`src/sv/sfl_pkg.sv`:
```
// Types, codes and helper functions of the pool allocator.
`timescale 1ns / 1ps
package sfl_pkg;

    // Field widths of the request and response beats
    localparam int CMD_W     = 1;
    localparam int POOL_ID_W = 2;
    localparam int REQ_W     = 13;
    localparam int CHUNK_W   = 6;
    localparam int STATUS_W  = 2;
    localparam int OFFSET_W  = 18;

    // Chunk sizing
    localparam logic [REQ_W-1:0] MIN_REQUEST = REQ_W'(1);
    localparam logic [REQ_W-1:0] MAX_REQUEST = REQ_W'(4096);
    localparam logic [REQ_W-1:0] ALIGN_M1    = REQ_W'(31);

    typedef enum logic [CMD_W-1:0] {
        CMD_ALLOC   = 1'b0,
        CMD_RELEASE = 1'b1
    } t_cmd;

    typedef enum logic [STATUS_W-1:0] {
        ST_OK    = 2'd0,
        ST_EMPTY = 2'd1,
        ST_FREE  = 2'd2
    } t_status;

    // Link memory write sources
    typedef enum logic [2:0] {
        WR_NONE,
        WR_INIT,
        WR_C_END,
        WR_C_HEAD,
        WR_PREV_C,
        WR_C_V
    } t_wr_sel;

    // Link memory read address sources
    typedef enum logic {
        RD_HEAD,
        RD_NEXT
    } t_rd_sel;

    // Free list head updates
    typedef enum logic [1:0] {
        HD_NONE,
        HD_CHUNK,
        HD_LINK,
        HD_START
    } t_hd_sel;

    // Controller to datapath
    typedef struct packed {
        logic    cap;
        logic    cnt_clr;
        logic    cnt_inc;
        logic    walk_clr;
        logic    walk_adv;
        logic    save_v;
        logic    grant;
        logic    st_load;
        t_status st_code;
        logic    out_load;
        t_wr_sel wr_sel;
        t_rd_sel rd_sel;
        t_hd_sel hd_sel;
    } t_dp_cmd;

    // Datapath to controller
    typedef struct packed {
        logic is_release;
        logic pool_bad;
        logic started;
        logic chunk_bad;
        logic head_end;
        logic chunk_eq_head;
        logic chunk_lt_head;
        logic init_last;
        logic walk_go;
        logic walk_hit;
        logic out_free;
    } t_dp_stat;

    // Clamp the request to 1..4096 and round it up to a multiple of 32 bytes
    function automatic logic [REQ_W-1:0] f_round_chunk(input logic [REQ_W-1:0] req);
        logic [REQ_W-1:0] r;
        if (req == '0) begin
            r = MIN_REQUEST;
        end else if (req > MAX_REQUEST) begin
            r = MAX_REQUEST;
        end else begin
            r = req;
        end
        return REQ_W'(r + ALIGN_M1) & ~ALIGN_M1;
    endfunction

endpackage

```
`src/sv/sfl_if.sv`:
```
// Request and response channel interfaces of the pool allocator.
`timescale 1ns / 1ps
interface sfl_in_if;
    logic                            valid;
    logic                            ready;
    logic [sfl_pkg::CMD_W-1:0]       cmd;
    logic [sfl_pkg::POOL_ID_W-1:0]   pool_id;
    logic [sfl_pkg::REQ_W-1:0]       request_size;
    logic [sfl_pkg::CHUNK_W-1:0]     chunk_index;

    modport source (output valid, cmd, pool_id, request_size, chunk_index, input ready);
    modport sink (input valid, cmd, pool_id, request_size, chunk_index, output ready);
endinterface

interface sfl_out_if;
    logic                            valid;
    logic                            ready;
    logic [sfl_pkg::STATUS_W-1:0]    status;
    logic [sfl_pkg::CHUNK_W-1:0]     granted_chunk;
    logic [sfl_pkg::OFFSET_W-1:0]    byte_offset;

    modport source (output valid, status, granted_chunk, byte_offset, input ready);
    modport sink (input valid, status, granted_chunk, byte_offset, output ready);
endinterface

```
`src/sv/sfl_ram.sv`:
```
// Generic single write port, single read port RAM with registered read.
`timescale 1ns / 1ps
module sfl_ram #(
    parameter int WIDTH = 8,
    parameter int DEPTH = 16
) (
    input  logic                     i_clk,
    input  logic                     i_we,
    input  logic [$clog2(DEPTH)-1:0] i_waddr,
    input  logic [WIDTH-1:0]         i_wdata,
    input  logic [$clog2(DEPTH)-1:0] i_raddr,
    output logic [WIDTH-1:0]         o_rdata
);

    logic [WIDTH-1:0] r_mem [DEPTH];
    logic [WIDTH-1:0] r_rdata;

    always_ff @(posedge i_clk) begin
        if (i_we) begin
            r_mem[i_waddr] <= i_wdata;
        end
        r_rdata <= r_mem[i_raddr];
    end

    assign o_rdata = r_rdata;

endmodule

```
`src/sv/sfl_ctrl.sv`:
```
// Controller state machine of the pool allocator.
`timescale 1ns / 1ps
module sfl_ctrl (
    input  logic              i_clk,
    input  logic              i_rst_n,
    input  logic              i_in_valid,
    output logic              o_in_ready,
    input  sfl_pkg::t_dp_stat i_stat,
    output sfl_pkg::t_dp_cmd  o_cmd
);

    typedef enum logic [2:0] {
        S_IDLE,
        S_CHECK,
        S_INIT,
        S_ALLOC,
        S_WALK,
        S_LINK,
        S_RESULT
    } t_state;

    t_state r_state, n_state;
    logic   r_in_ready;
    sfl_pkg::t_dp_cmd cmd;

    // Next state and datapath commands
    always_comb begin
        n_state      = r_state;
        cmd          = '0;
        cmd.st_code  = sfl_pkg::ST_OK;
        cmd.wr_sel   = sfl_pkg::WR_NONE;
        cmd.rd_sel   = sfl_pkg::RD_HEAD;
        cmd.hd_sel   = sfl_pkg::HD_NONE;
        unique case (r_state)
            S_IDLE: begin
                if (i_in_valid && r_in_ready) begin
                    cmd.cap = 1'b1;
                    n_state = S_CHECK;
                end
            end
            S_CHECK: begin
                if (!i_stat.is_release) begin
                    priority if (i_stat.pool_bad || (i_stat.started && i_stat.head_end)) begin
                        cmd.st_load = 1'b1;
                        cmd.st_code = sfl_pkg::ST_EMPTY;
                        n_state     = S_RESULT;
                    end else if (!i_stat.started) begin
                        cmd.cnt_clr = 1'b1;
                        n_state     = S_INIT;
                    end else begin
                        cmd.rd_sel = sfl_pkg::RD_HEAD;
                        n_state    = S_ALLOC;
                    end
                end else begin
                    priority if (i_stat.pool_bad || !i_stat.started || i_stat.chunk_bad) begin
                        cmd.st_load = 1'b1;
                        cmd.st_code = sfl_pkg::ST_FREE;
                        n_state     = S_RESULT;
                    end else if (i_stat.head_end) begin
                        cmd.wr_sel  = sfl_pkg::WR_C_END;
                        cmd.hd_sel  = sfl_pkg::HD_CHUNK;
                        cmd.st_load = 1'b1;
                        cmd.st_code = sfl_pkg::ST_OK;
                        n_state     = S_RESULT;
                    end else if (i_stat.chunk_eq_head) begin
                        cmd.st_load = 1'b1;
                        cmd.st_code = sfl_pkg::ST_FREE;
                        n_state     = S_RESULT;
                    end else if (i_stat.chunk_lt_head) begin
                        cmd.wr_sel  = sfl_pkg::WR_C_HEAD;
                        cmd.hd_sel  = sfl_pkg::HD_CHUNK;
                        cmd.st_load = 1'b1;
                        cmd.st_code = sfl_pkg::ST_OK;
                        n_state     = S_RESULT;
                    end else begin
                        cmd.rd_sel   = sfl_pkg::RD_HEAD;
                        cmd.walk_clr = 1'b1;
                        n_state      = S_WALK;
                    end
                end
            end
            S_INIT: begin
                cmd.wr_sel  = sfl_pkg::WR_INIT;
                cmd.cnt_inc = 1'b1;
                if (i_stat.init_last) begin
                    cmd.hd_sel = sfl_pkg::HD_START;
                    n_state    = S_CHECK;
                end
            end
            S_ALLOC: begin
                cmd.hd_sel  = sfl_pkg::HD_LINK;
                cmd.grant   = 1'b1;
                cmd.st_load = 1'b1;
                cmd.st_code = sfl_pkg::ST_OK;
                n_state     = S_RESULT;
            end
            S_WALK: begin
                priority if (i_stat.walk_go) begin
                    cmd.walk_adv = 1'b1;
                    cmd.rd_sel   = sfl_pkg::RD_NEXT;
                end else if (i_stat.walk_hit) begin
                    cmd.st_load = 1'b1;
                    cmd.st_code = sfl_pkg::ST_FREE;
                    n_state     = S_RESULT;
                end else begin
                    cmd.wr_sel = sfl_pkg::WR_PREV_C;
                    cmd.save_v = 1'b1;
                    n_state    = S_LINK;
                end
            end
            S_LINK: begin
                cmd.wr_sel  = sfl_pkg::WR_C_V;
                cmd.st_load = 1'b1;
                cmd.st_code = sfl_pkg::ST_OK;
                n_state     = S_RESULT;
            end
            S_RESULT: begin
                if (i_stat.out_free) begin
                    cmd.out_load = 1'b1;
                    n_state      = S_IDLE;
                end
            end
            default: begin
                n_state = S_IDLE;
            end
        endcase
    end

    // State and registered ready
    always_ff @(posedge i_clk) begin
        if (!i_rst_n) begin
            r_state    <= S_IDLE;
            r_in_ready <= 1'b0;
        end else begin
            r_state    <= n_state;
            r_in_ready <= (n_state == S_IDLE);
        end
    end

    assign o_in_ready = r_in_ready;
    assign o_cmd      = cmd;

endmodule

```
`src/sv/sfl_dp.sv`:
```
// Datapath of the pool allocator: pool registers, link memory, walk and output registers.
`timescale 1ns / 1ps
module sfl_dp #(
    parameter int POOL_COUNT      = 4,
    parameter int CHUNKS_PER_POOL = 64
) (
    input  logic                            i_clk,
    input  logic                            i_rst_n,
    input  sfl_pkg::t_dp_cmd                i_cmd,
    output sfl_pkg::t_dp_stat               o_stat,
    input  logic [sfl_pkg::CMD_W-1:0]       i_req_cmd,
    input  logic [sfl_pkg::POOL_ID_W-1:0]   i_pool_id,
    input  logic [sfl_pkg::REQ_W-1:0]       i_request_size,
    input  logic [sfl_pkg::CHUNK_W-1:0]     i_chunk_index,
    input  logic                            i_out_ready,
    output logic                            o_out_valid,
    output logic [sfl_pkg::STATUS_W-1:0]    o_status,
    output logic [sfl_pkg::CHUNK_W-1:0]     o_granted_chunk,
    output logic [sfl_pkg::OFFSET_W-1:0]    o_byte_offset
);

    // Link values run 0..CHUNKS_PER_POOL, the top value ends a list
    localparam int LW    = $clog2(CHUNKS_PER_POOL + 1);
    localparam int PW    = (POOL_COUNT > 1) ? $clog2(POOL_COUNT) : 1;
    localparam int DEPTH = POOL_COUNT * CHUNKS_PER_POOL;
    localparam int AW    = $clog2(DEPTH);
    localparam logic [LW-1:0] END_L = LW'(CHUNKS_PER_POOL);

    // Captured request
    logic [sfl_pkg::CMD_W-1:0]     r_cmd;
    logic [sfl_pkg::POOL_ID_W-1:0] r_pool;
    logic [sfl_pkg::REQ_W-1:0]     r_req;
    logic [sfl_pkg::CHUNK_W-1:0]   r_chunk;

    // Per-pool state
    logic [LW-1:0]               r_head    [POOL_COUNT];
    logic                        r_started [POOL_COUNT];
    logic [sfl_pkg::REQ_W-1:0]   r_bytes   [POOL_COUNT];

    // Work registers
    logic [LW-1:0]                 r_cnt;
    logic [LW-1:0]                 r_steps;
    logic [LW-1:0]                 r_prev;
    logic [LW-1:0]                 r_v;
    logic [LW-1:0]                 r_gr;
    logic [sfl_pkg::OFFSET_W-1:0]  r_offset;
    sfl_pkg::t_status              r_status;

    // Output register
    logic                            r_o_valid;
    logic [sfl_pkg::STATUS_W-1:0]    r_o_status;
    logic [sfl_pkg::CHUNK_W-1:0]     r_o_granted;
    logic [sfl_pkg::OFFSET_W-1:0]    r_o_offset;

    logic [PW-1:0]  idx;
    logic [LW-1:0]  chunk_l;
    logic [LW-1:0]  head;
    logic [LW-1:0]  v;
    logic           pool_bad;
    logic           chunk_bad;
    logic           grant_ok;
    logic           ram_we;
    logic [AW-1:0]  ram_waddr;
    logic [LW-1:0]  ram_wdata;
    logic [AW-1:0]  ram_raddr;
    logic [LW-1:0]  ram_rdata;

    function automatic logic [AW-1:0] f_addr(input logic [PW-1:0] p, input logic [LW-1:0] c);
        return AW'(32'(p) * CHUNKS_PER_POOL + 32'(c));
    endfunction

    // Request decode
    assign idx       = PW'(r_pool);
    assign chunk_l   = LW'(r_chunk);
    assign pool_bad  = (32'(r_pool) >= 32'(POOL_COUNT));
    assign chunk_bad = (32'(r_chunk) >= 32'(CHUNKS_PER_POOL));
    assign head      = r_head[idx];
    // Out-of-range links count as end of list
    assign v         = (ram_rdata >= END_L) ? END_L : ram_rdata;

    always_comb begin
        o_stat.is_release    = (r_cmd == sfl_pkg::CMD_RELEASE);
        o_stat.pool_bad      = pool_bad;
        o_stat.started       = r_started[idx];
        o_stat.chunk_bad     = chunk_bad;
        o_stat.head_end      = (head >= END_L);
        o_stat.chunk_eq_head = (chunk_l == head);
        o_stat.chunk_lt_head = (chunk_l < head);
        o_stat.init_last     = (r_cnt == LW'(CHUNKS_PER_POOL - 1));
        o_stat.walk_go       = (v < END_L) && (v < chunk_l) && (r_steps < END_L);
        o_stat.walk_hit      = (v == chunk_l);
        o_stat.out_free      = !r_o_valid || i_out_ready;
    end

    // Link memory write port
    always_comb begin
        ram_we    = 1'b1;
        ram_waddr = f_addr(idx, chunk_l);
        ram_wdata = END_L;
        unique case (i_cmd.wr_sel)
            sfl_pkg::WR_NONE: begin
                ram_we = 1'b0;
            end
            sfl_pkg::WR_INIT: begin
                ram_waddr = f_addr(idx, r_cnt);
                ram_wdata = LW'(r_cnt + LW'(1));
            end
            sfl_pkg::WR_C_END: begin
                ram_wdata = END_L;
            end
            sfl_pkg::WR_C_HEAD: begin
                ram_wdata = head;
            end
            sfl_pkg::WR_PREV_C: begin
                ram_waddr = f_addr(idx, r_prev);
                ram_wdata = chunk_l;
            end
            sfl_pkg::WR_C_V: begin
                ram_wdata = r_v;
            end
            default: begin
                ram_we = 1'b0;
            end
        endcase
    end

    // Read the head's link, or chase the link just read
    assign ram_raddr = (i_cmd.rd_sel == sfl_pkg::RD_NEXT) ? f_addr(idx, v) : f_addr(idx, head);

    sfl_ram #(
        .WIDTH (LW),
        .DEPTH (DEPTH)
    ) u_link_ram (
        .i_clk   (i_clk),
        .i_we    (ram_we),
        .i_waddr (ram_waddr),
        .i_wdata (ram_wdata),
        .i_raddr (ram_raddr),
        .o_rdata (ram_rdata)
    );

    // Per-pool head, start flag and chunk size
    always_ff @(posedge i_clk) begin
        if (!i_rst_n) begin
            for (int p = 0; p < POOL_COUNT; p++) begin
                r_head[p]    <= '0;
                r_started[p] <= 1'b0;
                r_bytes[p]   <= '0;
            end
        end else begin
            unique case (i_cmd.hd_sel)
                sfl_pkg::HD_NONE: begin
                end
                sfl_pkg::HD_CHUNK: begin
                    r_head[idx] <= chunk_l;
                end
                sfl_pkg::HD_LINK: begin
                    r_head[idx] <= v;
                end
                sfl_pkg::HD_START: begin
                    r_head[idx]    <= '0;
                    r_started[idx] <= 1'b1;
                    r_bytes[idx]   <= sfl_pkg::f_round_chunk(r_req);
                end
                default: begin
                end
            endcase
        end
    end

    // Request capture, counters, walk and grant registers
    always_ff @(posedge i_clk) begin
        if (i_cmd.cap) begin
            r_cmd   <= i_req_cmd;
            r_pool  <= i_pool_id;
            r_req   <= i_request_size;
            r_chunk <= i_chunk_index;
        end
        if (i_cmd.cnt_clr) begin
            r_cnt <= '0;
        end else if (i_cmd.cnt_inc) begin
            r_cnt <= LW'(r_cnt + LW'(1));
        end
        if (i_cmd.walk_clr) begin
            r_prev  <= head;
            r_steps <= '0;
        end else if (i_cmd.walk_adv) begin
            r_prev  <= v;
            r_steps <= LW'(r_steps + LW'(1));
        end
        if (i_cmd.save_v) begin
            r_v <= v;
        end
        if (i_cmd.grant) begin
            r_gr     <= head;
            r_offset <= sfl_pkg::OFFSET_W'(32'(head) * 32'(r_bytes[idx]));
        end
        if (i_cmd.st_load) begin
            r_status <= i_cmd.st_code;
        end
    end

    // Grant fields read zero unless an allocate succeeded
    assign grant_ok = (r_status == sfl_pkg::ST_OK) && (r_cmd == sfl_pkg::CMD_ALLOC);

    // Response beat register
    always_ff @(posedge i_clk) begin
        if (!i_rst_n) begin
            r_o_valid <= 1'b0;
        end else if (i_cmd.out_load) begin
            r_o_valid <= 1'b1;
        end else if (i_out_ready) begin
            r_o_valid <= 1'b0;
        end
        if (i_cmd.out_load) begin
            r_o_status  <= r_status;
            r_o_granted <= grant_ok ? sfl_pkg::CHUNK_W'(r_gr) : '0;
            r_o_offset  <= grant_ok ? r_offset : '0;
        end
    end

    assign o_out_valid     = r_o_valid;
    assign o_status        = r_o_status;
    assign o_granted_chunk = r_o_granted;
    assign o_byte_offset   = r_o_offset;

endmodule

```
`src/sv/sorted_free_list_pool_allocator_top.sv`:
```
// Top level of the sorted free-list pool allocator.
`timescale 1ns / 1ps
// Usage:
//   i_req carries one request beat: cmd (allocate or release), pool_id,
//   request_size and chunk_index. o_rsp returns exactly one response beat per
//   request: status, granted_chunk and byte_offset. Both channels move a beat
//   when valid and ready are high at a rising clock edge.
// Sequencing:
//   An allocate from a started pool is checked, granted from the pool's head
//   and then loaded into the response; rejected requests skip the grant step.
//   The first allocate of a pool first chains all its chunks, one link
//   memory write a cycle, then checks the pool again. A release walks the
//   address-sorted free list one link per cycle through the registered read
//   port of the link memory, so it takes longer the further along the list
//   its chunk falls. One request is in flight at a time.
// Reset:
//   Synchronous, active low. All pools return to the unstarted state with
//   heads at zero; the link memory is not cleared, since a pool writes every
//   link when it starts. i_req.ready rises in the cycle after reset ends.
// Stalls:
//   The response sits in an output register until taken; the next request is
//   accepted meanwhile, and its response waits for the register to drain.
module sorted_free_list_pool_allocator_top #(
    parameter int POOL_COUNT      = 4,
    parameter int CHUNKS_PER_POOL = 64
) (
    input  logic       i_clk,
    input  logic       i_rst_n,
    sfl_in_if.sink     i_req,
    sfl_out_if.source  o_rsp
);

    sfl_pkg::t_dp_cmd  dp_cmd;
    sfl_pkg::t_dp_stat dp_stat;
    logic              in_ready;

    sfl_ctrl u_ctrl (
        .i_clk      (i_clk),
        .i_rst_n    (i_rst_n),
        .i_in_valid (i_req.valid),
        .o_in_ready (in_ready),
        .i_stat     (dp_stat),
        .o_cmd      (dp_cmd)
    );

    sfl_dp #(
        .POOL_COUNT      (POOL_COUNT),
        .CHUNKS_PER_POOL (CHUNKS_PER_POOL)
    ) u_dp (
        .i_clk           (i_clk),
        .i_rst_n         (i_rst_n),
        .i_cmd           (dp_cmd),
        .o_stat          (dp_stat),
        .i_req_cmd       (i_req.cmd),
        .i_pool_id       (i_req.pool_id),
        .i_request_size  (i_req.request_size),
        .i_chunk_index   (i_req.chunk_index),
        .i_out_ready     (o_rsp.ready),
        .o_out_valid     (o_rsp.valid),
        .o_status        (o_rsp.status),
        .o_granted_chunk (o_rsp.granted_chunk),
        .o_byte_offset   (o_rsp.byte_offset)
    );

    assign i_req.ready = in_ready;

endmodule

```
`src/flat_wrapper.sv`:
```
// flat-port wrapper written by rule: the top's interface ports become plain ports
module sorted_free_list_pool_allocator_top_flat 
#(
    parameter int POOL_COUNT      = 4,
    parameter int CHUNKS_PER_POOL = 64
)
  (i_clk, i_rst_n, i_req_valid, i_req_cmd, i_req_pool_id, i_req_request_size, i_req_chunk_index, i_req_ready, o_rsp_valid, o_rsp_status, o_rsp_granted_chunk, o_rsp_byte_offset, o_rsp_ready);
  sfl_in_if i_req_i ();
  sfl_out_if o_rsp_i ();
  input  logic i_clk;
  input  logic i_rst_n;
  input wire logic [$bits(i_req_i.valid)-1:0] i_req_valid;
  input wire logic [$bits(i_req_i.cmd)-1:0] i_req_cmd;
  input wire logic [$bits(i_req_i.pool_id)-1:0] i_req_pool_id;
  input wire logic [$bits(i_req_i.request_size)-1:0] i_req_request_size;
  input wire logic [$bits(i_req_i.chunk_index)-1:0] i_req_chunk_index;
  output wire logic [$bits(i_req_i.ready)-1:0] i_req_ready;
  output wire logic [$bits(o_rsp_i.valid)-1:0] o_rsp_valid;
  output wire logic [$bits(o_rsp_i.status)-1:0] o_rsp_status;
  output wire logic [$bits(o_rsp_i.granted_chunk)-1:0] o_rsp_granted_chunk;
  output wire logic [$bits(o_rsp_i.byte_offset)-1:0] o_rsp_byte_offset;
  input wire logic [$bits(o_rsp_i.ready)-1:0] o_rsp_ready;
  assign i_req_i.valid = i_req_valid;
  assign i_req_i.cmd = i_req_cmd;
  assign i_req_i.pool_id = i_req_pool_id;
  assign i_req_i.request_size = i_req_request_size;
  assign i_req_i.chunk_index = i_req_chunk_index;
  assign i_req_ready = i_req_i.ready;
  assign o_rsp_valid = o_rsp_i.valid;
  assign o_rsp_status = o_rsp_i.status;
  assign o_rsp_granted_chunk = o_rsp_i.granted_chunk;
  assign o_rsp_byte_offset = o_rsp_i.byte_offset;
  assign o_rsp_i.ready = o_rsp_ready;
  sorted_free_list_pool_allocator_top #(.POOL_COUNT(POOL_COUNT), .CHUNKS_PER_POOL(CHUNKS_PER_POOL)) u_core (.i_clk(i_clk), .i_rst_n(i_rst_n), .i_req(i_req_i), .o_rsp(o_rsp_i));
endmodule
```
`config.mk`:
```
export PLATFORM = sky130hd
export DESIGN_NAME = sorted_free_list_pool_allocator_top_flat
export DESIGN_NICKNAME = d
export VERILOG_FILES = /design/src/sv/sfl_pkg.sv /design/src/sv/sfl_if.sv /design/src/sv/sfl_ram.sv /design/src/sv/sfl_ctrl.sv /design/src/sv/sfl_dp.sv /design/src/sv/sorted_free_list_pool_allocator_top.sv /design/src/flat_wrapper.sv
export SDC_FILE = /design/constraint.sdc
export NUM_CORES = 2
export LEC_CHECK = 0
export BUFFER_PORTS_ARGS = -buffer_cell sky130_fd_sc_hd__buf_2
export CORE_MARGIN = 10
export CORE_UTILIZATION = 31
export CTS_CLUSTER_SIZE = 25
export DETAILED_ROUTE_END_ITERATION = 6
export SYNTH_ARGS = -nofsm -noshare
export SYNTH_HDL_FRONTEND = slang
export SYNTH_SLANG_ARGS = --single-unit
```
`constraint.sdc`:
```
create_clock -name i_clk -period 19 [get_ports i_clk]
set_clock_uncertainty 0.05 [all_clocks]
set_input_delay 1.9 -clock i_clk [delete_from_list [all_inputs] [get_ports i_clk]]
set_output_delay 1.9 -clock i_clk [all_outputs]
set_load 0.05 [all_outputs]
```
==> After elaboration in Yosys (flattened, before gate mapping) <==
Memory sizes are Yosys's and may differ from the RTL's. A register that Yosys moved wholly into a read port is not among the register bits.
Cells that the tools add are included.
{ "totals": {"register_bits": 107, "latchBits": 0, "mem_bits_rw": 1856, "rom_bits": 0, "input_bits": 26, "out_inout_bits": 28, "wordCells": 172, "mem_count": 4} }
{ "memory_table": {"columns": ["memory", "words", "width", "rd", "rd_clocked_by_memory_dff", "write_ports", "line", "source"], "rows": [
  ["u_core.u_dp.u_link_ram.r_mem", 256, 7, 1, 1, 1, "sfl_ram.sv:15", "logic [WIDTH-1:0] r_mem [DEPTH];"],
  ["u_core.u_dp.r_bytes", 4, 8, 1, 1, 4, "sfl_dp.sv:38", "logic [sfl_pkg::REQ_W-1:0] r_bytes [POOL_COUNT];"],
  ["u_core.u_dp.r_head", 4, 7, 1, 1, 4, "sfl_dp.sv:36", "logic [LW-1:0] r_head [POOL_COUNT];"],
  ["u_core.u_dp.r_started", 4, 1, 1, 1, 4, "sfl_dp.sv:37", "logic r_started [POOL_COUNT];"]
]} }
{ "classes": {"addsub": 8, "multipliers": 1, "n_div": 0, "magnitude_cmp": 7, "n_eq_ne": 17, "shift": 0, "n_mux": 97, "bitwise": 3, "n_reduce_logical": 18} }
{ "op_table": {"columns": ["op", "n"], "rows": [
  ["3-bit two-way mux", 18],
  ["13-bit two-way mux", 4],
  ["1-bit two-way mux", 42],
  ["7-bit two-way mux", 6],
  ["8-bit by 7-bit adder with 8-bit output", 4],
  ["2-bit two-way mux", 16],
  ["7-bit one-hot mux with 4 select lines", 1],
  ["7-bit by 13-bit multiplier with 18-bit output", 1],
  ["3-bit one-hot mux with 6 select lines", 1],
  ["8-bit two-way mux", 2],
  ["8-bit one-hot mux with 2 select lines", 1],
  ["3-bit equality test, second input constant", 5],
  ["7-bit by 1-bit adder with 7-bit output, second input constant", 2],
  ["7-bit greater-or-equal comparator, second input constant", 2],
  ["7-bit less-than comparator, second input constant", 2],
  ["13-bit by 5-bit adder with 13-bit output, second input constant", 1],
  ["13-bit > comparator, second input constant", 1],
  ["13-bit logical NOT", 1],
  ["3-bit by 2-bit equality test with 1-bit output, second input constant", 4],
  ["6-bit two-way mux", 2],
  ["3-bit one-hot mux with 4 select lines", 1],
  ["3-bit one-hot mux with 3 select lines", 1],
  ["8-bit by 6-bit adder with 8-bit output", 1],
  ["8-bit OR reduction", 1],
  ["22 further kinds", 31]
]} }

==> Longest topological paths before layout <==
{ "logic_depth": {"ltp_word": 15, "ltp_mapped": 21, "mapped_depth_nobuf": 19} }

==> By module <==
Synthesis repeated with hierarchy kept, for this count alone.
{ "hier_totals": {"hier_cells": 4190, "hier_area_um2": 79486.2} }
{ "by_module_without_submodules": {"columns": ["mod", "n_inst", "cells_per_inst", "area_per_inst_um2", "seq_area_each_um2"], "rows": [
  ["sfl_ram", 1, 3381, 70197.3, 53951.7],
  ["sfl_dp", 1, 737, 8767.2, 4574.4],
  ["sfl_ctrl", 1, 72, 521.8, 80.1]
]} }

==> Worst setup path after synthesis <==
No wires, ideal clock.
{ "synth_timing": {"path_kind": "reg2reg", "startpoint": "register (tool-made name)", "endpoint": "memory u_core.u_dp.u_link_ram.r_mem[0][6] (netlist bit), data pin", "setup_time_ns": 2.247, "t_arrival_ns": 13.178, "required_ns": 16.703, "slack_ns": 3.524, "path_stages_with_launch": 16, "path_buffers": 5, "synth_period_minus_slack_ns": 15.476, "cell_sequence": "dfxtp_1 buf_2 mux4_2 clkbuf_1 clkbuf_1 clkbuf_1 clkbuf_1 ha_1 nor2b_1 o21a_1 o21bai_1 a21oi_1 o41ai_1 a21oi_1 nor2_1 a211oi_1"} }
{ "synth_rtl": {"columns": ["element", "line"], "rows": [
  ["end: declaration", "sfl_ram.sv:15"]
]} }

==> Worst setup path in the final report <==
{ "layout_timing": {"startpoint": "register u_core.u_dp.u_link_ram.r_rdata[6] (netlist: u_core.u_dp.u_link_ram.o_rdata[6]), read port of u_core.u_dp.u_link_ram.r_mem", "endpoint": "register u_core.u_dp.u_link_ram.r_rdata[6] (netlist: u_core.u_dp.u_link_ram.o_rdata[6]), read port of u_core.u_dp.u_link_ram.r_mem"} }
{ "layout_via": {"elab_chain_cells": 8, "word_cells_on_any_way": 10, "cone_classes": "1 x add/sub; 3 x order compare; 4 x mux; 2 x reduce/logical"} }
{ "layout_rtl": {"columns": ["element", "line", "source"], "rows": [
  ["start: declaration", "sfl_ram.sv:16", "logic [WIDTH-1:0] r_rdata;"],
  ["7-bit greater-or-equal comparator *", "sfl_dp.sv:79", "assign v = (ram_rdata >= END_L) ? END_L : ram_rdata;"],
  ["7-bit two-way mux *", "sfl_dp.sv:79", null],
  ["net u_core.u_dp.v[4]", "sfl_dp.sv:58", "logic [LW-1:0] v;"],
  ["7-bit less-than comparator or 7-bit by 6-bit less-than comparator with 1-bit output (tied branches)", "sfl_dp.sv:90", "o_stat.walk_go = (v < END_L) && (v < chunk_l) && (r_steps < END_L);"],
  ["1-bit logical AND (2 in series)", "sfl_dp.sv:90", null],
  ["1-bit two-way mux", "sfl_ctrl.sv:98", "priority if (i_stat.walk_go) begin"],
  ["1-bit one-hot mux with 2 select lines", "sfl_ctrl.sv:34", "unique case (r_state)"],
  ["8-bit two-way mux *", "sfl_dp.sv:128", "assign ram_raddr = (i_cmd.rd_sel == sfl_pkg::RD_NEXT) ? f_addr(idx, v) : f_addr(idx, head);"]
]} }
The timed path passes the listed nets; every way through them passes the cells marked *.
A chain may end at the register's enable or synchronous reset.

==> impl_metrics.toml <==
[sta]
timing.slew.headroom = 0.0749
final.setup.tns_ns = 0
rsz0062_at_grt = "false"
setup-violations-final = 0
fmaxAchievable_mhz = 119
report.final.hold_viol_count = 0
post-route-worst-setup-slack_ns = 10.60
hold-worst-slack_ns = 0.401
transition_time_of_the_tightest_slew_check_pin_ns = 1.38
timing.final.max_slew_violations = 0
timing.final.crit_share = 0.442
post-route-min-period_ns = 8.40

[final_layout]
multi_input_comb_area_um2 = 26700
flow.area_growth_from_synthesis_pct = 11.6
layout-drive-gt1-share = 0.0830
fin_cells = 10447
final_core_utilization = 0.347
nets = 6627
regArea_um2 = 58600
fillCellCount = 27030

[logic_synthesis]
synth_simple_gate_area_frac = 0.0913
async_reset_ff_frac = 0
synth_top_family_by_area = "compound AO/OA/AOI/OAI gates"
synthAdderAreaFrac = 0.0124
yosys.area_share.xor_xnor = 0.00359
synth_seq_area_share = 0.667
synth_compound_area_frac = 0.173
synth.ff_latch_count = 1962
number_of_cells_produced_by_synthesis = 6790
avgSynthCellArea_um2 = 12.9
yosys.cell_types.count = 75
postSynth.topFlopCell = "sky130_fd_sc_hd__edfxtp_1"
number_of_flops_mapped_to_enable_cells_by_yosys = 1931
synthesis.area_um2 = 87900
yosys-mux-area-fraction = 0.0191
synth-warning-count = 0

[cts]
tritoncts_sink_count = 1962
deepest_clock_path_buffer_count = 3
cts-htree-levels = 4
cts_post_setup_buffers_inserted = 0
clock_latency_ns = 0.87
clkTransAtPathRegs_ns = 0.06
cts_root_buf = "sky130_fd_sc_hd__clkbuf_16"
post_cts_resized = 0
postCtsHoldBufs = 0
total_cts_buffers = 201
cts_tree = "yes"

[critical_path]
cp_max_fo = 192
worst_path_largest_cell_delay_ns = 0.80
cp.arrival_ns = 9.01
cpLargestDelayFamily = "compound AO/OA/AOI/OAI gates"
worst_path_max_delay_cell = "sky130_fd_sc_hd__a22oi_1"
worst_r2r_startpoint = "u_core.u_dp.u_link_ram.o_rdata[6]"
rrSetupSlack_ns = 10.60
cp_num_buf_inv = 5
setup.worst_path.end_class = "register"
critPathLaunch = "u_core.u_dp.u_link_ram.o_rdata[6]"
critical_path.startpoint_type = "register"
worst_ep_required_time_ns = 19.61
path_common_cell = "sky130_fd_sc_hd__buf_4"
setup_cp_type = "register to register"
timing.critical_path.cells = "nand2b_1 -> clkinv_1 -> ha_1 -> a21o_1 -> a2111o_2 -> buf_4 -> o21ai_4 -> buf_4 -> buf_12 -> buf_4 -> a21boi_0 -> o21ai_1 -> o2111ai_1 -> a22oi_1 -> o22ai_1 -> or4_1"

[drt]
post_drt_via_cell_ratio = 5.78
post-route-drc-count = 0
finalWirelength_um = 275000
dr.pass1.iters = 6
detailed_route_via_count = 60382
first_iter_violations = 7775
ant_nets = 0
route.detailed.wl_per_inst_um = 26.4

[placed_design]
port_buffers = 48
preCtsSetupSlack_ns = 10.84
post-dp-hpwl_um = 162000
place.detailed.instances = 10070
final_weighted_congestion_in_routability_driven_placement = 0.874

[global_routing]
grt.overflow.total = 0
antenna_found_initial = 10
global_route.usage.total = 0.171
grt_pass1_vias = 56651
grt_max_degree = 230
grt_pass1_wl_um = 400000

[power_and_ir_drop]
powerDensity_nw_per_um2 = 120
vdd_ir_drop_max_mv = 0.0910
leakagePower_uw = 0.0300

[run_status]
run_status = "finished, final reports clean"

[floorplan]
design.die.area_um2 = 305000
effective_utilization_at_floorplan = 0.311
core.rowCount = 195
die_x_um = 552
placeableCoreArea_um2 = 282000
boundaryPins = 54
floorplan.die.height_um = 552

[worst_hold_path]
hold_path_class = "register to register"
min-delay-start = "u_core.u_dp.r_started[1]"

[run]
cap_violations = 0
[synth_stat cells, types with 8 or more instances]
| master | number | area, µm² |
|---|---|---|
| sky130_fd_sc_hd__a211oi_1 | 8 | 60.1 |
| sky130_fd_sc_hd__o21ai_0 | 648 | 3240 |
| sky130_fd_sc_hd__xor2_1 | 16 | 140 |
| sky130_fd_sc_hd__dfxtp_1 | 31 | 621 |
| sky130_fd_sc_hd__mux4_2 | 16 | 360 |
| sky130_fd_sc_hd__buf_4 | 14 | 105 |
| sky130_fd_sc_hd__a21oi_1 | 301 | 1510 |
| sky130_fd_sc_hd__edfxtp_1 | 1931 | 58000 |
| sky130_fd_sc_hd__o211ai_1 | 534 | 4010 |
| sky130_fd_sc_hd__o21bai_1 | 8 | 60.1 |
| sky130_fd_sc_hd__o2111ai_1 | 126 | 1100 |
| sky130_fd_sc_hd__clkbuf_1 | 502 | 1880 |
| sky130_fd_sc_hd__inv_1 | 68 | 255 |
| sky130_fd_sc_hd__a21o_1 | 64 | 480 |
| sky130_fd_sc_hd__buf_6 | 9 | 101 |
| sky130_fd_sc_hd__nor2_1 | 333 | 1250 |
| sky130_fd_sc_hd__fa_1 | 28 | 561 |
| sky130_fd_sc_hd__nand2b_1 | 21 | 131 |
| sky130_fd_sc_hd__a21boi_0 | 400 | 3000 |
| sky130_fd_sc_hd__o21ai_1 | 92 | 460 |
| sky130_fd_sc_hd__nand4b_1 | 71 | 622 |
| sky130_fd_sc_hd__mux2i_1 | 127 | 1270 |
| sky130_fd_sc_hd__and2_1 | 50 | 313 |
| sky130_fd_sc_hd__o22ai_1 | 30 | 188 |
| sky130_fd_sc_hd__ha_1 | 42 | 526 |
| sky130_fd_sc_hd__nand2_1 | 122 | 458 |
| sky130_fd_sc_hd__a22oi_1 | 79 | 593 |
| sky130_fd_sc_hd__a21boi_1 | 10 | 75.1 |
| sky130_fd_sc_hd__and3_1 | 409 | 2560 |
| sky130_fd_sc_hd__nor2b_1 | 11 | 68.8 |
| sky130_fd_sc_hd__nand4_1 | 42 | 263 |
| sky130_fd_sc_hd__or4_1 | 8 | 60.1 |
| sky130_fd_sc_hd__buf_1 | 11 | 41.3 |
| sky130_fd_sc_hd__xnor2_1 | 20 | 175 |
| sky130_fd_sc_hd__nor3_1 | 28 | 140 |
| sky130_fd_sc_hd__buf_2 | 119 | 596 |
| sky130_fd_sc_hd__nand3_1 | 391 | 1960 |
[placed cells by master (no fill, tap or decap), types with 62 or more instances in the layout]
cell type and n:
sky130_fd_sc_hd__a21boi_0 400, sky130_fd_sc_hd__a21o_1 62, sky130_fd_sc_hd__a21oi_1 299, sky130_fd_sc_hd__a22oi_1 79, sky130_fd_sc_hd__and3_1 409, sky130_fd_sc_hd__buf_4 132, sky130_fd_sc_hd__clkbuf_16 202, sky130_fd_sc_hd__edfxtp_1 1931
sky130_fd_sc_hd__inv_1 68, sky130_fd_sc_hd__mux2i_1 127, sky130_fd_sc_hd__nand2_1 115, sky130_fd_sc_hd__nand3_1 388, sky130_fd_sc_hd__nand4b_1 71, sky130_fd_sc_hd__nor2_1 332, sky130_fd_sc_hd__o2111ai_1 126, sky130_fd_sc_hd__o211ai_1 534
sky130_fd_sc_hd__o21ai_0 646, sky130_fd_sc_hd__o21ai_1 90
[cells by family after synthesis]
logic type | after synthesis
compound gates | 2338
flops | 1962
other cells | 1
buf+inv | 724
fa+ha+maj | 70
mux | 147
xor+xnor | 36
simple gates | 1512
[registers in the layout (all words and copies together) (netlist names), named ones only]
signal,count
u_core.u_dp.r_req,13
u_core.u_dp.r_v,7
u_core.u_dp.r_head,28
u_core.u_dp.o_status,2
u_core.u_dp.o_out_valid,1
u_core.u_dp.o_byte_offset,13
u_core.u_dp.r_cnt,7
u_core.u_dp.r_status,2
u_core.u_ctrl.r_state,3
u_core.u_dp.o_granted_chunk,6
u_core.u_ctrl.o_in_ready,1
u_core.u_dp.r_cmd,1
u_core.u_dp.idx,2
u_core.u_dp.r_chunk,6
u_core.u_dp.r_prev,7
u_core.u_dp.u_link_ram.o_rdata,7
u_core.u_dp.r_gr,6
u_core.u_dp.r_bytes,32
u_core.u_dp.u_link_ram.r_mem,1792
u_core.u_dp.r_steps,7
u_core.u_dp.r_offset,13
u_core.u_dp.r_started,4
[worst register-to-register path, delay by kind of cell, from the launching register on]
| family | cells | cell delay (ns) |
|---|---|---|
| AO/OA/AOI/OAI | 8 | 3.03 |
| AND/OR/NAND/NOR | 2 | 0.98 |
| flip-flops | 1 | 0.67 |
| buffers and inverters | 5 | 3.03 |
| adder cells (fa/ha/maj) | 1 | 0.46 |
[where the power goes]
part	internal (µW)	total (µW)	switching, µW
sequential	4920	4960	42.8
clock	2150	3870	1720
combinational	800	2930	2130
total	7870	11800	3890
[final timing paths]
check | to | cells after the start
worst min register to register | u_core.u_dp.r_started[1] | 2
worst max register to register | u_core.u_dp.u_link_ram.o_rdata[6] | 16
worst max-delay path | u_core.u_dp.u_link_ram.o_rdata[6] | 16
worst min-delay path | u_core.u_dp.r_started[1] | 2
[metal layers]
metal	vias to the layer above	part of all wire	GRT usage
li1	26032	-	-
met1	30520	0.41	0.237
met2	3327	0.45	0.264
met3	491	0.10	0.0377
met4	12	0.036	0.0587
met5	-	0.00031	0
[metrics by stage]
stage | instance area, µm² | total power (µW)
final | 98000 | 11800
after global routing | 98000 | 12100
after CTS | 98000 | 11700
after detailed placement | 91600 | 7920
after global placement | 91600 | 7890
after floorplan | 87900 | 6820
[cell type report]
| type | instances | area share |
|---|---|---|
| Clock buffer | 250 | 0.0539 |
| Clock inverter | 123 | 0.0115 |
| Multi-Input combinational cell | 4108 | 0.272 |
| Sequential cell | 1962 | 0.598 |
| Tap cell | 3743 | 0.0478 |
| Antenna cell | 3 | 0.0000766 |
| Timing Repair Buffer | 189 | 0.0143 |
| Inverter | 69 | 0.00264 |
(Power assumes the default switching activity.)
